$ cat src/design/pfp_pkg.sv
package pfp_pkg;

    localparam int BYTE_W      = 8;
    localparam int WORD_W      = 32;
    localparam int COUNT_W     = 8;
    localparam int VALUE_BYTES = 4;
    localparam int BUF_BYTES   = 4;
    localparam int CFG_INDEX_W = 8;

    localparam logic [BYTE_W-1:0] HEADER_FIRST_RST  = 8'hFE;
    localparam logic [BYTE_W-1:0] HEADER_SECOND_RST = 8'hFC;

    // configuration register indexes
    localparam logic [CFG_INDEX_W-1:0] REG_HEADER_FIRST  = 8'd0;
    localparam logic [CFG_INDEX_W-1:0] REG_HEADER_SECOND = 8'd1;

    // event kinds
    localparam logic EVT_RECORD = 1'b0;
    localparam logic EVT_FRAME  = 1'b1;

    typedef struct packed {
        logic               event_kind;
        logic [WORD_W-1:0]  record_name;
        logic [WORD_W-1:0]  record_value;
        logic [COUNT_W-1:0] frame_count;
        logic               last_record;
    } t_result;

endpackage

$ cat src/design/pfp_if.sv
interface pfp_in_if;
    logic                         valid;
    logic                         ready;
    logic [pfp_pkg::BYTE_W-1:0]   rx_byte;

    modport source (output valid, output rx_byte, input ready);
    modport sink   (input valid, input rx_byte, output ready);
endinterface

interface pfp_out_if;
    logic                         valid;
    logic                         ready;
    logic                         event_kind;
    logic [pfp_pkg::WORD_W-1:0]   record_name;
    logic [pfp_pkg::WORD_W-1:0]   record_value;
    logic [pfp_pkg::COUNT_W-1:0]  frame_count;
    logic                         last_record;

    modport source (output valid, output event_kind, output record_name,
                    output record_value, output frame_count, output last_record,
                    input ready);
    modport sink   (input valid, input event_kind, input record_name,
                    input record_value, input frame_count, input last_record,
                    output ready);
endinterface

interface pfp_cfg_if;
    logic                             valid;
    logic                             ready;
    logic [pfp_pkg::CFG_INDEX_W-1:0]  index;
    logic [pfp_pkg::BYTE_W-1:0]       data;

    modport source (output valid, output index, output data, input ready);
    modport sink   (input valid, input index, input data, output ready);
endinterface

$ cat src/design/pfp_core.sv
module pfp_core #(
    parameter int NAME_BYTES = 4
) (
    input  logic                        i_clk,
    input  logic                        i_rst_n,
    input  logic                        i_step,
    input  logic [pfp_pkg::BYTE_W-1:0]  i_byte,
    input  logic [pfp_pkg::BYTE_W-1:0]  i_hdr_first,
    input  logic [pfp_pkg::BYTE_W-1:0]  i_hdr_second,
    output logic                        o_res_valid,
    output pfp_pkg::t_result            o_res
);

    localparam int SLOT_MAX = (NAME_BYTES > pfp_pkg::VALUE_BYTES) ?
                              NAME_BYTES : pfp_pkg::VALUE_BYTES;
    localparam int IDX_W    = $clog2(SLOT_MAX);
    localparam logic [IDX_W-1:0] NAME_LAST  = IDX_W'(NAME_BYTES - 1);
    localparam logic [IDX_W-1:0] VALUE_LAST = IDX_W'(pfp_pkg::VALUE_BYTES - 1);
    localparam logic [IDX_W-1:0] IDX_ONE    = IDX_W'(1);

    typedef enum logic [1:0] {
        PH_HEAD,
        PH_COUNT,
        PH_NAME,
        PH_VALUE
    } t_phase;

    t_phase                         r_phase, n_phase;
    logic [IDX_W-1:0]               r_idx, n_idx;
    logic [pfp_pkg::COUNT_W-1:0]    r_records, n_records;
    logic [pfp_pkg::WORD_W-1:0]     r_name, n_name;
    logic [pfp_pkg::WORD_W-1:0]     r_value, n_value;
    logic [pfp_pkg::BYTE_W-1:0]     hdr_want;

    assign hdr_want = (r_idx == '0) ? i_hdr_first : i_hdr_second;

    always_comb begin
        n_phase     = r_phase;
        n_idx       = r_idx;
        n_records   = r_records;
        n_name      = r_name;
        n_value     = r_value;
        o_res_valid = 1'b0;
        o_res       = '0;
        if (i_step) begin
            unique case (r_phase)
                PH_HEAD: begin
                    // drop a mismatching byte and restart the header hunt
                    if (i_byte == hdr_want) begin
                        if (r_idx == '0) begin
                            n_idx = IDX_ONE;
                        end else begin
                            n_phase = PH_COUNT;
                            n_idx   = '0;
                        end
                    end else begin
                        n_idx = '0;
                    end
                end
                PH_COUNT: begin
                    o_res_valid       = 1'b1;
                    o_res.event_kind  = pfp_pkg::EVT_FRAME;
                    o_res.frame_count = i_byte;
                    n_idx             = '0;
                    if (i_byte == '0) begin
                        n_phase   = PH_HEAD;
                        n_records = '0;
                    end else begin
                        n_phase   = PH_NAME;
                        n_records = i_byte;
                        n_name    = '0;
                    end
                end
                PH_NAME: begin
                    // name bytes past the buffer width are consumed and dropped
                    if (int'(r_idx) < pfp_pkg::BUF_BYTES) begin
                        n_name[8*r_idx[1:0] +: 8] = i_byte;
                    end
                    if (r_idx == NAME_LAST) begin
                        n_phase = PH_VALUE;
                        n_idx   = '0;
                        n_value = '0;
                    end else begin
                        n_idx = r_idx + IDX_ONE;
                    end
                end
                PH_VALUE: begin
                    n_value[8*r_idx[1:0] +: 8] = i_byte;
                    if (r_idx == VALUE_LAST) begin
                        o_res_valid        = 1'b1;
                        o_res.event_kind   = pfp_pkg::EVT_RECORD;
                        o_res.record_name  = r_name;
                        o_res.record_value = n_value;
                        o_res.last_record  = (r_records == pfp_pkg::COUNT_W'(1));
                        n_records          = r_records - pfp_pkg::COUNT_W'(1);
                        n_idx              = '0;
                        if (r_records == pfp_pkg::COUNT_W'(1)) begin
                            n_phase = PH_HEAD;
                        end else begin
                            n_phase = PH_NAME;
                            n_name  = '0;
                        end
                    end else begin
                        n_idx = r_idx + IDX_ONE;
                    end
                end
                default: begin
                    n_phase = PH_HEAD;
                end
            endcase
        end
    end

    always_ff @(posedge i_clk) begin
        if (!i_rst_n) begin
            r_phase   <= PH_HEAD;
            r_idx     <= '0;
            r_records <= '0;
        end else begin
            r_phase   <= n_phase;
            r_idx     <= n_idx;
            r_records <= n_records;
        end
        r_name  <= n_name;
        r_value <= n_value;
    end

    a_head_idx: assert property (@(posedge i_clk) disable iff (!i_rst_n)
        r_phase == PH_HEAD |-> r_idx <= IDX_ONE)
        else $error("header position out of range");

    a_records_live: assert property (@(posedge i_clk) disable iff (!i_rst_n)
        (r_phase == PH_NAME || r_phase == PH_VALUE) |-> r_records != '0)
        else $error("record phase with no records left");

    a_count_load: assert property (@(posedge i_clk) disable iff (!i_rst_n)
        (i_step && r_phase == PH_COUNT) |=>
            ((r_phase == PH_HEAD && r_records == '0) ||
             (r_phase == PH_NAME && r_records == $past(i_byte))))
        else $error("count byte not loaded");

    a_last_ends: assert property (@(posedge i_clk) disable iff (!i_rst_n)
        (o_res_valid && o_res.last_record) |=> r_phase == PH_HEAD)
        else $error("last record did not end the frame");

endmodule

$ cat src/design/param_frame_parser_top.sv
// Parameter frame parser.
// Channels: i_rx takes one received serial byte per request; o_evt delivers
// events; i_cfg writes the two header bytes (index 0 first, index 1 second),
// always ready, and must only be used while the parser is idle.
// Each frame is a two-byte header, a count byte and that many records of
// NAME_BYTES name bytes plus four little-endian value bytes. The count byte
// yields a frame event (a zero count is a heartbeat); the last value byte
// of each record yields a record event, flagged when it ends the frame.
// A header mismatch drops the byte and restarts the header hunt.
// Throughput: one byte per cycle unless o_evt stalls. The byte is consumed in
// the cycle it is accepted and its event shows on o_evt in the cycle after,
// out of a single output register; the parser state update is the only loop.
// Stall: while o_evt holds an untaken event, i_rx stays ready only if the
// sink takes that event in the same cycle, so no event is lost or repeated.
// Reset (synchronous, active low): header hunt, no pending event, header
// bytes back to FE and FC.
module param_frame_parser_top #(
    parameter int NAME_BYTES = 4
) (
    input  logic        i_clk,
    input  logic        i_rst_n,
    pfp_in_if.sink      i_rx,
    pfp_cfg_if.sink     i_cfg,
    pfp_out_if.source   o_evt
);

    logic [pfp_pkg::BYTE_W-1:0] r_hdr_first;
    logic [pfp_pkg::BYTE_W-1:0] r_hdr_second;
    logic                       r_out_valid;
    pfp_pkg::t_result           r_out;

    logic                       rx_ready;
    logic                       step;
    logic                       res_valid;
    pfp_pkg::t_result           res;

    // accept a byte whenever the output slot is free or being drained
    assign rx_ready   = !r_out_valid || o_evt.ready;
    assign step       = i_rx.valid && rx_ready;
    assign i_rx.ready = rx_ready;
    assign i_cfg.ready = 1'b1;

    // header byte registers; writes beyond the list are ignored
    always_ff @(posedge i_clk) begin
        if (!i_rst_n) begin
            r_hdr_first  <= pfp_pkg::HEADER_FIRST_RST;
            r_hdr_second <= pfp_pkg::HEADER_SECOND_RST;
        end else if (i_cfg.valid) begin
            unique case (i_cfg.index)
                pfp_pkg::REG_HEADER_FIRST:  r_hdr_first  <= i_cfg.data;
                pfp_pkg::REG_HEADER_SECOND: r_hdr_second <= i_cfg.data;
                default: ;
            endcase
        end
    end

    pfp_core #(
        .NAME_BYTES (NAME_BYTES)
    ) u_core (
        .i_clk        (i_clk),
        .i_rst_n      (i_rst_n),
        .i_step       (step),
        .i_byte       (i_rx.rx_byte),
        .i_hdr_first  (r_hdr_first),
        .i_hdr_second (r_hdr_second),
        .o_res_valid  (res_valid),
        .o_res        (res)
    );

    // output register: load on a new event, drop once taken
    always_ff @(posedge i_clk) begin
        if (!i_rst_n) begin
            r_out_valid <= 1'b0;
        end else if (rx_ready) begin
            r_out_valid <= step && res_valid;
        end
        if (step && res_valid) begin
            r_out <= res;
        end
    end

    assign o_evt.valid        = r_out_valid;
    assign o_evt.event_kind   = r_out.event_kind;
    assign o_evt.record_name  = r_out.record_name;
    assign o_evt.record_value = r_out.record_value;
    assign o_evt.frame_count  = r_out.frame_count;
    assign o_evt.last_record  = r_out.last_record;

endmodule
$ cat src/flat_wrapper.sv
// flat-port wrapper written by rule: the top's interface ports become plain ports
module param_frame_parser_top_flat 
#(
    parameter int NAME_BYTES = 4
)
  (i_clk, i_rst_n, i_rx_valid, i_rx_rx_byte, i_rx_ready, i_cfg_valid, i_cfg_index, i_cfg_data, i_cfg_ready, o_evt_valid, o_evt_event_kind, o_evt_record_name, o_evt_record_value, o_evt_frame_count, o_evt_last_record, o_evt_ready);
  pfp_in_if i_rx_i ();
  pfp_cfg_if i_cfg_i ();
  pfp_out_if o_evt_i ();
  input  logic i_clk;
  input  logic i_rst_n;
  input wire logic [$bits(i_rx_i.valid)-1:0] i_rx_valid;
  input wire logic [$bits(i_rx_i.rx_byte)-1:0] i_rx_rx_byte;
  output wire logic [$bits(i_rx_i.ready)-1:0] i_rx_ready;
  input wire logic [$bits(i_cfg_i.valid)-1:0] i_cfg_valid;
  input wire logic [$bits(i_cfg_i.index)-1:0] i_cfg_index;
  input wire logic [$bits(i_cfg_i.data)-1:0] i_cfg_data;
  output wire logic [$bits(i_cfg_i.ready)-1:0] i_cfg_ready;
  output wire logic [$bits(o_evt_i.valid)-1:0] o_evt_valid;
  output wire logic [$bits(o_evt_i.event_kind)-1:0] o_evt_event_kind;
  output wire logic [$bits(o_evt_i.record_name)-1:0] o_evt_record_name;
  output wire logic [$bits(o_evt_i.record_value)-1:0] o_evt_record_value;
  output wire logic [$bits(o_evt_i.frame_count)-1:0] o_evt_frame_count;
  output wire logic [$bits(o_evt_i.last_record)-1:0] o_evt_last_record;
  input wire logic [$bits(o_evt_i.ready)-1:0] o_evt_ready;
  assign i_rx_i.valid = i_rx_valid;
  assign i_rx_i.rx_byte = i_rx_rx_byte;
  assign i_rx_ready = i_rx_i.ready;
  assign i_cfg_i.valid = i_cfg_valid;
  assign i_cfg_i.index = i_cfg_index;
  assign i_cfg_i.data = i_cfg_data;
  assign i_cfg_ready = i_cfg_i.ready;
  assign o_evt_valid = o_evt_i.valid;
  assign o_evt_event_kind = o_evt_i.event_kind;
  assign o_evt_record_name = o_evt_i.record_name;
  assign o_evt_record_value = o_evt_i.record_value;
  assign o_evt_frame_count = o_evt_i.frame_count;
  assign o_evt_last_record = o_evt_i.last_record;
  assign o_evt_i.ready = o_evt_ready;
  param_frame_parser_top #(.NAME_BYTES(NAME_BYTES)) u_core (.i_clk(i_clk), .i_rst_n(i_rst_n), .i_rx(i_rx_i), .i_cfg(i_cfg_i), .o_evt(o_evt_i));
endmodule
$ cat config.mk
export PLATFORM = sky130hd
export DESIGN_NAME = param_frame_parser_top_flat
export DESIGN_NICKNAME = d
export VERILOG_FILES = /design/src/design/pfp_pkg.sv /design/src/design/pfp_if.sv /design/src/design/pfp_core.sv /design/src/design/param_frame_parser_top.sv /design/src/flat_wrapper.sv
export SDC_FILE = /design/constraint.sdc
export NUM_CORES = 1
export LEC_CHECK = 0
export ABC_CLOCK_PERIOD_IN_PS = 3600
export BUFFER_PORTS_ARGS = -buffer_cell sky130_fd_sc_hd__buf_2
export CAP_MARGIN = 20
export CORE_UTILIZATION = 57
export DETAILED_ROUTE_END_ITERATION = 7
export GPL_ROUTABILITY_DRIVEN = 0
export GPL_TIMING_DRIVEN = 0
export MAX_ROUTING_LAYER = met4
export PLACE_DENSITY_LB_ADDON = 0.05
export REMOVE_ABC_BUFFERS = 1
export SYNTH_ARGS = -nofsm -noshare
export SYNTH_HDL_FRONTEND = slang
export SYNTH_SLANG_ARGS = --single-unit
$ cat constraint.sdc
create_clock -name i_clk -period 3.6 [get_ports i_clk]
set_clock_uncertainty 0.15 [all_clocks]
set_input_delay 0.36 -clock i_clk [delete_from_list [all_inputs] [get_ports i_clk]]
set_output_delay 0.36 -clock i_clk [all_outputs]
set_load 0.05 [all_outputs]
# [Yosys cells after proc, flatten, opt, wreduce, memory -nomap -nowiden]
# Index checks and enable logic that the tools add are counted.
[word_totals] reg_bits=167 input_bits=29 output_inout_bits=77 word_cells=78
[op_classes] n_addsub=3 n_eq_ne=13 shift=2 n_mux=27 reduce_logical=20
[ops] op="two-way mux 32 bit" n=4
[ops] op="one-hot mux 32 bit (3 select lines)" n=1
[ops] op="bitwise mux 32 bit" n=2
[ops] op="one-hot mux 32 bit (2 select lines)" n=1
[ops] op="negation 5 -> 34 bit" n=1
[ops] op="variable shift 8 x 34 -> 32 bit (first input constant)" n=1
[ops] op="variable part select 8 x 34 -> 32 bit" n=1
[ops] op="two-way mux 8 bit" n=3
[ops] op="== test 8 x 1 -> 1 bit (second input constant)" n=2
[ops] op="zero test 8 bit" n=2
[ops] op="two-way mux 2 bit" n=8
[ops] op="one-hot mux 8 bit (2 select lines)" n=1
[ops] op="!= test 2 bit (second input constant)" n=6
[ops] op="AND reduction 5 bit" n=2
[ops] op="AND reduction 3 bit" n=3
[ops] op="== test 8 bit" n=1
[ops] op="one-hot mux 2 bit (4 select lines)" n=1
[ops] op="subtractor 8 x 1 -> 8 bit (second input constant)" n=1
[ops] op="== test 2 bit (second input constant)" n=3
[ops] op="one-hot mux 2 bit (3 select lines)" n=1
[ops] op="AND reduction 2 bit" n=3
[ops] op="zero test 2 bit" n=2
[ops] op="one-hot mux 1 bit (2 select lines)" n=2
[ops] op="nonzero test 2 bit" n=2
[ops] op="8 further kinds" n=11

# [Depth between registers and ports, before layout]
[depth] ltp_word=5 mapped_depth=9 mapped_depth_nobuf=7

# [Cells and area by module]
# A second synthesis with hierarchy kept.
[unflattened] cells_unflattened=612 hier_area_um2=7389.6
[by_module_without_submodules] module="pfp_core" instances=1 cells_per_inst=461 area_per_inst_um2=4404.2 seq_area_each_um2=2162.1
[by_module_without_submodules] module="param_frame_parser_top" instances=1 cells_per_inst=151 area_per_inst_um2=2985.4 seq_area_each_um2=2562.5

# [Worst setup path after synthesis]
# Ideal clock, no wire load.
[synth_path] path_type="reg-to-reg" start="register u_core.r_out_valid (netlist: u_core.o_evt.valid)" end="register u_core.r_out (netlist bit u_core.o_evt.event_kind) (enable)" setup_time_ps=429 arrival_time_ps=2723 required_time_ps=3021 slack_ps=297 path_stages_with_launch=5 n_path_buf=1 period_less_slack_ps=3303 path_cell_list="dfxtp_1 > nand2b_1 > buf_2 > nand4b_1 > inv_1"
[synth_between] elab_chain_cells=5
[synth_rtl] element="start: declaration" line_no="param_frame_parser_top.sv:29" source="logic r_out_valid;"
[synth_rtl] element="start signal: assignment" line_no="param_frame_parser_top.sv:75" source="r_out_valid <= step && res_valid;"
[synth_rtl] element="zero test 1 bit *" line_no="param_frame_parser_top.sv:38" source="assign rx_ready = !r_out_valid || o_evt.ready;"
[synth_rtl] element="logical OR 1 bit *" line_no="param_frame_parser_top.sv:38"
[synth_rtl] element="named net i_rx_ready" line_no="flat_wrapper.sv:14" source="output wire logic [$bits(i_rx_i.ready)-1:0] i_rx_ready;"
[synth_rtl] element="logical AND 1 bit *" line_no="param_frame_parser_top.sv:39" source="assign step = i_rx.valid && rx_ready;"
[synth_rtl] element="two-way mux 1 bit" line_no="pfp_core.sv:45" source="if (i_step) begin"
[synth_rtl] element="logical AND 1 bit *" line_no="param_frame_parser_top.sv:77" source="if (step && res_valid) begin"
[synth_rtl] element="end signal: assignment" line_no="param_frame_parser_top.sv:78" source="r_out <= res;"
[synth_rtl] element="end: declaration" line_no="param_frame_parser_top.sv:30" source="pfp_pkg::t_result r_out;"
# The timed path passes the listed nets; every way through them passes the cells marked *.
# A chain may end at the register's enable or synchronous reset.

# [Final worst setup path]
[layout_path] start="register u_core.u_core.r_idx[0]" end="register u_core.r_out (netlist bit u_core.o_evt.record_name[31]) (data pin)"
[layout_between] elab_chain_cells=2
[layout_rtl] element="start: declaration" line_no="pfp_core.sv:29" source="logic [IDX_W-1:0] r_idx, n_idx;"
[layout_rtl] element="start signal: assignment" line_no="pfp_core.sv:121" source="r_idx <= n_idx;"
[layout_rtl] element="== test 2 bit" line_no="pfp_core.sv:89" source="if (r_idx == VALUE_LAST) begin"
[layout_rtl] element="AND reduction 3 bit (no source line)"
# No other way between the ends.

==> impl_metrics.csv <==
group,metric,value,unit
status,status,"finished, final reports clean",
worst_setup_path,arrival,3220,ps
timing,setup_ws,512,ps
global_route,overflow,0,
synth,syn_area,7290,um^2
worst_setup_path,worstPathMaxFanout,17,
global_route,antenna_found_initial,0,
drt,wl_per_cell,17.1,um
floorplan,ios,106,
timing,fmax,0.324,GHz
final_layout,syn_to_final_growth,16.2,%
synth,yosysWarnings,0,
timing,setup_viol,0,
synth,synth-simple-area-share,0.190,
pwr,cellPowerDensity,452,nW/um^2
final_layout,n_antenna_cell,0,
synth,synth_ff_type,"edfxtp_1",
place,place_area,7930,um^2
global_route,grt_pass1_wl,23200,um
clocking,cts_resized,0,
run,max_cap_viol_count,0,
pwr,p_sw,745,uW
floorplan,dieHeight,115,um
timing,period_needed,3090,ps
synth,ys_types,42,
final_layout,instances_no_fill,874,
pwr,pwr-share-clk,0.444,
worst_setup_path,cp_slowest_cell,"nor2_2",
floorplan,start_util,0.597,
timing,worstMarginPinSlew,1000,ps
synth,synthMuxAreaShare,0.0343,
pwr,peakVddDrop,290,uV
floorplan,core_area,12200,um^2
drt,ant_nets,0,
timing,slew_violations,0,
synth,syn_inst,606,
clocking,numCtsBuffers,17,
timing,rsz0062_at_grt,"false",
clocking,cts_buffer_depth,2,
worst_setup_path,reg2reg_setup_slack,510,ps
place,place_ws,524,ps
final_layout,final_cell_area,8470,um^2
pwr,power.internal,3080,uW
floorplan,die_width,115,um
drt,drc_errors,0,
clocking,post_cts_buffers,0,
clocking,cts.clk_slew.worst_paths,60,ps
synth,synth_edf_count,138,
synth,synthXorXnorAreaFrac,0.00961,
place,portBuffers,104,
drt,first_iter_violations,370,
clocking,insertion_delay,420,ps
floorplan,die-area,13200,um^2
clocking,ctsHoldBuffers,0,
worst_setup_path,cp_cell_sequence,"ha_1 -> nor2b_1 -> nand4b_1 -> nor2_2 -> buf_8 -> and2_1",
synth,yosys.area_share.adder,0.0137,
final_layout,finalNetCount,730,
global_route,grt_pass1_vias,4583,
drt,wirelength,15000,um
pwr,seqPwrFrac,0.538,
timing,hold_violations,0,
synth,synth_compound_area_frac,0.0748,
worst_setup_path,critPathMaxStageDelay,840,ps
worst_setup_path,start_kind,"flop",
timing,finalCritPeriodShare,0.858,
timing,slew_headroom,0.326,
synth,syn_avg_cell_area,12.0,um^2
pwr,p_leak,0.00305,uW
floorplan,row_count,40,
worst_setup_path,required,3730,ps
global_route,grt_max_degree,77,
pwr,switching_share,0.195,
drt,vias,4839,
timing,tns,0,ps
synth,synth-seq-area-share,0.648,
pwr,pwr-share-comb,0.017,
drt,dr.pass1.iters,5,
synth,async_flop_share,0,
worst_hold_path,hold_path.class,"in -> reg",
clocking,cts_max_level,4,
clocking,cts_tree,"done",
worst_setup_path,crit_path_end_kind,"flop",
clocking,root_buffer,"clkbuf_16",
synth,ys_ff_latch,167,
final_layout,drive_above_1_share,0.201,
place,place_inst,842,
synth,synth_top_family_by_area,"simple AND/OR/NAND/NOR gates",
drt,drt-vias-per-instance,5.54,
place,dpl.hpwl,9240,um
global_route,track_usage,0.246,
clocking,clkSinkCount,167,
worst_setup_path,crit_type,"reg -> reg",
-- synthesized netlist by cell type (3+ instances only) --
master	instances	share of area
and2_1	43	0.037
nor4_1	5	0.0043
nand3_1	4	0.0027
a21oi_1	77	0.053
nor2_1	24	0.012
ha_1	8	0.014
buf_1	3	0.0015
nand2b_1	66	0.057
nor2b_1	34	0.029
inv_1	8	0.0041
nand2_1	57	0.029
mux2i_1	25	0.034
buf_2	3	0.0021
nor3_1	5	0.0034
o21ai_0	10	0.0069
xnor2_1	8	0.0096
buf_6	3	0.0046
dfxtp_1	29	0.080
clkbuf_1	29	0.015
edfxtp_1	138	0.57
-- logic make-up (layout without fill, tap and decap cells) --
| logic type | count (synthesis) | count (layout) |
|---|---|---|
| other | 1 | 1 |
| adders and majority gates | 8 | 8 |
| buffers and inverters | 47 | 147 |
| DFF | 167 | 167 |
| and+or+nand+nor | 249 | 249 |
| muxes | 25 | 25 |
| AOI/OAI and AO/OA | 101 | 101 |
| xor gates and xnor gates | 8 | 8 |
-- worst paths after layout --
path,cells after the start,from,end
max,6,u_core.u_core.r_idx[0],u_core.o_evt.record_name[31]
min,3,i_cfg_data[1],u_core.r_hdr_first[1]
max reg2reg,6,u_core.u_core.r_idx[0],u_core.o_evt.record_name[31]
min reg2reg,2,u_core.r_hdr_second[4],u_core.r_hdr_second[4]
-- sequential cells by signal, indices dropped and copies added (netlist names) --
name / flops
u_core.o_evt.valid: 1
u_core.r_hdr_first: 8
u_core.o_evt.record_name: 32
u_core.u_core.r_value: 32
u_core.o_evt.last_record: 1
u_core.o_evt.frame_count: 8
u_core.o_evt.event_kind: 1
u_core.o_evt.record_value: 32
u_core.u_core.r_records: 8
u_core.u_core.r_idx: 2
u_core.r_hdr_second: 8
u_core.u_core.r_phase: 2
u_core.u_core.r_name: 32
-- worst max-delay path: cells and delay by family, from the launching register on --
family,cells,cell delay (ps)
simple gates,4,1780
flops,1,460
fa+ha+maj,1,310
buf+inv,1,230
-- per-layer routing --
layer | track usage | vias up | wire (um)
met5 | - | - | 0
li1 | - | 2295 | -
met4 | 0.113 | 0 | 393
met3 | 0.0638 | 37 | 867
met1 | 0.292 | 2328 | 6440
met2 | 0.396 | 179 | 7280
-- through the flow --
stage	hold WS [ps]	util	power (uW)
2_1_floorplan	272	-	2130
3_3_place_gp	304	0.642	2170
3_5_place_dp	315	0.649	2170
4_1_cts	2.52	0.694	3850
5_1_grt	14.7	0.694	3920
6_report	15.9	0.694	3830
-- placed cells by master (no fill, tap or decap), drive strengths merged, types with 19 or more instances in the layout --
cell type and instances:
a21oi 77, and2 44, buf 107, clkbuf 19, dfxtp 29, edfxtp 138
mux2i 25, nand2 57, nand2b 66, nor2 24, nor2b 34
-- layout make-up --
class / count / area (um^2)
sequential: 167 / 4720
fill: 925 / 3740
multi-input combinational: 392 / 2380
timing repair buffer: 107 / 583
clock buffer: 19 / 433
tap: 168 / 210
clock inverter: 13 / 111
inverter: 8 / 32.5
-- power groups by stage --
stage               clock network (uW)  logic [uW]  registers, uW
floorplan                            0        21.2           2100
global placement                     0        63.4           2100
detailed placement                   0        65.5           2100
CTS                               1720        65.7           2060
global route                      1790        70.0           2060
finish                            1700        65.9           2060
Note: power is estimated with default switching activity, not from simulation.
